===== config.mk =====
export PLATFORM = sky130hd
export DESIGN_NAME = chs_mod_unit
export DESIGN_NICKNAME = d
export VERILOG_FILES = /design/src/rtl/chs_pkg.sv /design/src/rtl/chs_mod_unit.sv
export SDC_FILE = /design/constraint.sdc
export NUM_CORES = 1
export LEC_CHECK = 0
export ABC_CLOCK_PERIOD_IN_PS = 2400
export BUFFER_PORTS_ARGS = -buffer_cell sky130_fd_sc_hd__buf_4
export CORE_MARGIN = 1
export CORE_UTILIZATION = 50
export DETAILED_ROUTE_END_ITERATION = 8
export PLACE_DENSITY = 0.8
export SYNTH_ARGS = -nofsm -noshare
export SYNTH_HDL_FRONTEND = slang
export SYNTH_SLANG_ARGS = --single-unit

===== constraint.sdc =====
create_clock -name clk -period 2.4 [get_ports clk]
set_input_delay 0.48 -clock clk [delete_from_list [all_inputs] [get_ports clk]]
set_output_delay 0.48 -clock clk [all_outputs]
set_load 0.03 [all_outputs]

===== src/rtl/chs_pkg.sv =====
`timescale 1ns / 1ps
// ----------------------------------------------------------------------------
// chs_pkg: shared constants and codes for the chained hash set
// operation and status codes, key width
// ----------------------------------------------------------------------------
package chs_pkg;

    localparam logic [1:0] OP_INSERT  = 2'd0;
    localparam logic [1:0] OP_FIND    = 2'd1;
    localparam logic [1:0] OP_DELETE  = 2'd2;
    localparam logic [1:0] OP_ILLEGAL = 2'd3;

    localparam logic [1:0] ST_DONE    = 2'd0;
    localparam logic [1:0] ST_MISS    = 2'd1;
    localparam logic [1:0] ST_FULL    = 2'd2;
    localparam logic [1:0] ST_INVALID = 2'd3;

    localparam int KEY_W = 31;

endpackage


===== src/rtl/chs_mod_unit.sv =====
`timescale 1ns / 1ps
// ----------------------------------------------------------------------------
// chs_mod_unit: iterative remainder
// restoring division, one quotient bit per cycle, remainder only
// ----------------------------------------------------------------------------
module chs_mod_unit #(
    parameter int DW = 17
) (
    input  logic                        clk,
    input  logic                        rst_n,
    input  logic                        go,
    input  logic [chs_pkg::KEY_W-1:0]   dividend,
    input  logic [DW-1:0]               divisor,
    output logic                        done,
    output logic [DW-1:0]               remainder
);
    localparam int CW = $clog2(chs_pkg::KEY_W + 1);

    logic [CW-1:0]               cnt_reg, cnt_next;
    logic                        run_reg, run_next;
    logic [chs_pkg::KEY_W-1:0]   sh_reg, sh_next;
    logic [DW-1:0]               rem_reg, rem_next;
    logic [DW-1:0]               div_reg, div_next;
    logic [DW:0]                 trial;
    logic [DW:0]                 diff;

    always_comb
    begin
        trial    = {rem_reg, sh_reg[chs_pkg::KEY_W-1]};
        diff     = trial - {1'b0, div_reg};
        run_next = run_reg;
        cnt_next = cnt_reg;
        sh_next  = sh_reg;
        rem_next = rem_reg;
        div_next = div_reg;
        done     = 1'b0;
        if (go)
        begin
            run_next = 1'b1;
            cnt_next = CW'(chs_pkg::KEY_W);
            sh_next  = dividend;
            rem_next = '0;
            div_next = divisor;
        end
        else if (run_reg)
        begin
            if (cnt_reg == '0)
            begin
                run_next = 1'b0;
                done     = 1'b1;
            end
            else
            begin
                // compare and subtract step
                rem_next = diff[DW] ? trial[DW-1:0] : diff[DW-1:0];
                sh_next  = {sh_reg[chs_pkg::KEY_W-2:0], 1'b0};
                cnt_next = cnt_reg - 1'b1;
            end
        end
    end

    assign remainder = rem_reg;

    always_ff @(posedge clk or negedge rst_n)
    begin
        if (!rst_n)
        begin
            run_reg <= 1'b0;
            cnt_reg <= '0;
        end
        else
        begin
            run_reg <= run_next;
            cnt_reg <= cnt_next;
        end
    end

    always_ff @(posedge clk)
    begin
        sh_reg  <= sh_next;
        rem_reg <= rem_next;
        div_reg <= div_next;
    end
endmodule


Word level (Yosys, flattened, before mapping):

Cells that the tools add are included.

* bits in registers: 71
* output and inout bits: 18
* logic and storage cells: 26

* $add $sub $neg: 2
* eq/ne operators: 1
* mux-type cells: 13
* bitwise gates (word level): 1
* reductions and logical operators: 4

Operator list (count)
* 31-bit 2-to-1 mux: 3
* 18-bit by 17-bit subtractor with 18-bit output: 1
* 17-bit 2-to-1 mux: 1
* 5-bit 2-to-1 mux: 3
* 1-bit 2-to-1 mux: 6
* 5-bit logical NOT: 1
* 5-bit by 1-bit subtractor with 5-bit output, second input constant: 1
* 2-bit AND reduction: 2
* 2-bit != test, second input constant: 1
* 2-bit nonzero test: 1
* 1-bit NOT: 1

Longest topological paths before layout:

* depth in word-level cells: 4
* mapped depth: 11

Worst setup path before layout:

OpenSTA, ideal clock, no wires.

* path type: register -> register
* start: register rem_reg[13] (netlist: remainder[13])
* end: register rem_reg[10] (netlist: remainder[10])
* setup time: 0.128 ns
* arrival: 2.431 ns
* setup slack: -0.158 ns
* stages on the path, launching flop included: 10
* period minus slack after synthesis: 2.558 ns
* cells stage by stage: dfxtp_1 > ha_1 > a21o_1 > a21o_1 > a221oi_2 > nand3_2 > xor2_4 > buf_8 > mux2i_1 > o21ai_1

* word-level cells in the longest chain between the ends: 2

Ends and longest elaborated chain
* start, declared: RTL line chs_mod_unit.sv:22 `logic [DW-1:0] rem_reg, rem_next;`
* start signal, assigned: RTL line chs_mod_unit.sv:81 `rem_reg <= rem_next;`
* 18-bit by 17-bit subtractor with 18-bit output: RTL line chs_mod_unit.sv:30 `diff = trial - {1'b0, div_reg};`
* 17-bit 2-to-1 mux: RTL line chs_mod_unit.sv:55 `rem_next = diff[DW] ? trial[DW-1:0] : diff[DW-1:0];`

Every way passes these cells.
A chain may end at the register's enable or synchronous reset.

Final worst setup path:

* start: register div_reg[14]
* end: register rem_reg[0] (netlist: remainder[0])

* word-level cells in the longest chain between the ends: 2

Ends and longest elaborated chain
* start, declared: RTL line chs_mod_unit.sv:23 `logic [DW-1:0] div_reg, div_next;`
* start signal, assigned: RTL line chs_mod_unit.sv:82 `div_reg <= div_next;`
* 18-bit by 17-bit subtractor with 18-bit output: RTL line chs_mod_unit.sv:30
* 17-bit 2-to-1 mux: RTL line chs_mod_unit.sv:55

Every way passes these cells.

==> run_results.csv <==
group,metric,value,unit
pwr,switching_share,24.4,%
setup_path,worst_ep_required_time,2680,ps
detailed_routing,ant_nets,0,
die,die_h,88.3,µm
global_routing,grt-ovfl-total,0,
cts,numCtsBuffers,9,
setup_path,rr_worst_depth,10,
final_layout,largest_register_ff_count,31,
setup_path,critical_path_class,"reg -> reg",
logic_synthesis,synth-main-ff-cell,"edfxtp_1",
pwr,p_seq_share,52.2,%
logic_synthesis,synth_commonest_cells,"edfxtp_1 (48), nand2_1 (31), mux2_2 (30)",
place,gp_congestion,0.859,
cts,cts_sinks,71,
pwr,leakagePower,2.00,nW
logic_synthesis,synth_compound_area_share,9.84,%
outcome,status,"finished, final reports clean",
logic_synthesis,synth_most_common_cell,"edfxtp_1",
place,numPortBuffers,68,
logic_synthesis,yosysSeqAreaShare,51.8,%
cts,cts_root_buffer,"clkbuf_8",
sta,relSlewSlack,72.1,%
global_routing,first_global_vias,2632,
detailed_routing,drtPass1Iterations,4,
final_layout,fin_nets,479,
setup_path,crit_fanout,8,
setup_path,cp.depth,10,
detailed_routing,wl_per_cell,14.2,µm
die,initial_core_util,51.7,%
final_layout,drive_gt1_share,37.3,%
pwr,power.density,577,nW/µm²
global_routing,grt_use_total,19.7,%
logic_synthesis,netlist_instances,318,
logic_synthesis,synth_cell_types,50,
die,row_count,31,
worst_hold_path,hold_class,"in -> reg",
sta,rsz0062_at_grt,"no",
sta,finalClockSkew,15.8,ps
pwr,p_int,0.00207,W
cts,path_clk_slew,90,ps
logic_synthesis,async_reset_ff_share,8.45,%
cts,cts_tree,"yes",
setup_path,crit_path_start_kind,"flip-flop",
detailed_routing,vias,2654,
final_layout,regArea,1940,µm²
die,die_w,88.3,µm
logic_synthesis,syn_avg_cell_area,11.7,µm²
setup_path,slowest_stage,"edfxtp_1",
pwr,power,0.00273,W
final_layout,n_antenna_cell,0,
sta,fmax,0.436,GHz
cts,clock_path_buffers,2,
logic_synthesis,synth_fa_ha_area_share,6.92,%
pwr,p_sw,0.000668,W
detailed_routing,drcViolationCount,0,
logic_synthesis,yosys.area_share.simple,9.70,%
setup_path,path_common_cell,"a21o_1",
global_routing,grt_pass1_wl,11700,µm
pwr,p_comb_share,12.5,%
setup_path,slowest_delay,380,ps
setup_path,crit_path_cell_trace,"inv_2 > ha_4 > a21o_1 > a21o_1 > a221oi_2 > nand3_2 > xor2_4 > buf_12 > mux2_4 > o22ai_1",
sta,setup-violations-final,0,
logic_synthesis,synth_top_family_by_area,"multiplexers",
job,cap_violations,0,
global_routing,grt_max_degree,33,
sta,timing.final.crit_share,95.5,%
pwr,ir_drop,0.375,mV
die,design.core.area,7210,µm²
logic_synthesis,synth_top_area_share,38.7,%
logic_synthesis,synth-seq-cells,71,
logic_synthesis,yosys.area_share.xor_xnor,4.73,%
cts,worstSkewPairLatency,340,ps
sta,tns,0,ps
detailed_routing,drt_first_iter_violations,120,
logic_synthesis,yosys.area.top_type,"edfxtp_1",
die,die_area,7800,µm²
pwr,pwr-share-clk,35.3,%
place,dp_hpwl,5210,µm
sta,maxSlewViolCount,0,
sta,hold_viol_final,0,
final_layout,fillers,565,
worst_hold_path,hold_path_depth,1,
setup_path,arrival,2570,ps
cts,cts_max_level,3,
sta,period_needed,2290,ps
sta,worst-slew-pin-transition,417,ps
setup_path,crit_buf_inv,2,
die,pin_count,69,
logic_synthesis,syn-cell-area,3730,µm²
setup_path,crit_family,"compound AO/OA/AOI/OAI gates",
setup_path,worst_setup_path_end_kind,"flip-flop",
detailed_routing,drt-total-wl,7250,µm
logic_synthesis,synthMuxAreaShare,13.4,%
logic_synthesis,netlist_top_cells_area,"edfxtp_1 (39%), dfxtp_1 (9.1%), mux2_2 (9.1%)",
final_layout,area_growth,27.3,%
global_routing,antenna_found_initial,0,
logic_synthesis,synth_edf_count,48,
logic_synthesis,yosysWarnings,0,
detailed_routing,via_per_inst,5.18,
final_layout,multi_input_area,1700,µm²
logic_synthesis,synth.net_count,389,
==> final timing paths <==
path | slack, ps | endpoint | from
worst max-delay path | 110 | remainder[0] | div_reg[14]
worst min-delay path | 310 | div_reg[16] | divisor[16]
worst max register to register | 110 | remainder[0] | div_reg[14]
worst min register to register | 490 | remainder[9] | remainder[9]
max in group asynchronous | 1800 | run_reg | rst_n
min in group asynchronous | 480 | cnt_reg[1] | rst_n
==> layer usage <==
| layer | up-vias | wire length [µm] | track usage (%) | share of wire [%] |
|---|---|---|---|---|
| met3 | 10 | 450 | 5.13 | 6.2 |
| li1 | 1327 | - | - | - |
| met4 | 0 | 75 | 6.89 | 1.0 |
| met1 | 1252 | 3250 | 24.8 | 45 |
| met5 | - | 0 | 0 | 0 |
| met2 | 65 | 3480 | 32.9 | 48 |
==> placed cells by master, fill, tap and decap left out, types with 12 or more instances in the layout <==
| master | synthesis | layout |
|---|---|---|
| edfxtp_1 | 48 | 48 |
| mux2i_1 | 15 | 15 |
| a21oi_1 | 18 | 15 |
| mux2_2 | 30 | 30 |
| o21ai_1 | 10 | 12 |
| ha_1 | 19 | 16 |
| dfxtp_1 | 17 | 14 |
| inv_1 | 22 | 21 |
| o21ai_0 | 14 | 12 |
| nand2_1 | 31 | 31 |
| buf_4 | 0 | 85 |
==> power by group through the flow <==
stage	Combinational, W	Sequential (W)	Clock (W)
2_1_floorplan	0.000204	0.00145	0
3_3_place_gp	0.000323	0.00145	0
3_5_place_dp	0.000333	0.00145	0
4_1_cts	0.000337	0.00143	0.000983
5_1_grt	0.000376	0.00144	0.00103
6_report	0.000342	0.00143	0.000965
==> kinds of logic after synthesis <==
group | count (synthesis)
flops | 71
simple gates | 70
compound gates | 61
mux | 46
buf+inv | 32
fa+ha+maj | 20
xor+xnor | 18
==> area by class of cell <==
type                       instances  share of cell area [%]
tap                               99                    2.61
clock buffer                       9                    2.61
sequential                        71                    40.9
timing repair buffer              89                    14.7
clock inverter                     7                    1.53
inverter                          22                    1.74
multi-input combinational        215                    35.9
==> repair_timing <==
item	4_1_cts	5_1_grt
hold buffers	1	0
setup buffers	0	5
endpoints found under the setup margin	0	17
resized for setup	0	11
hold endpoints to repair	6	0
==> metrics by stage <==
stage | hold slack (ps) | util, % | std cells | cell area (µm²) | setup slack [ps]
3_5_place_dp | 292 | 61.7 | 490 | 4450 | 24.9
2_1_floorplan | 184 | - | 318 | 3750 | 28.0
5_1_grt | 297 | 65.7 | 512 | 4740 | 6.67
3_3_place_gp | 293 | 61.7 | 490 | 4450 | 110
6_report | 306 | 65.7 | 512 | 4740 | 108
4_1_cts | 295 | 64.6 | 507 | 4660 | 3.87
(Power assumes the default switching activity.)
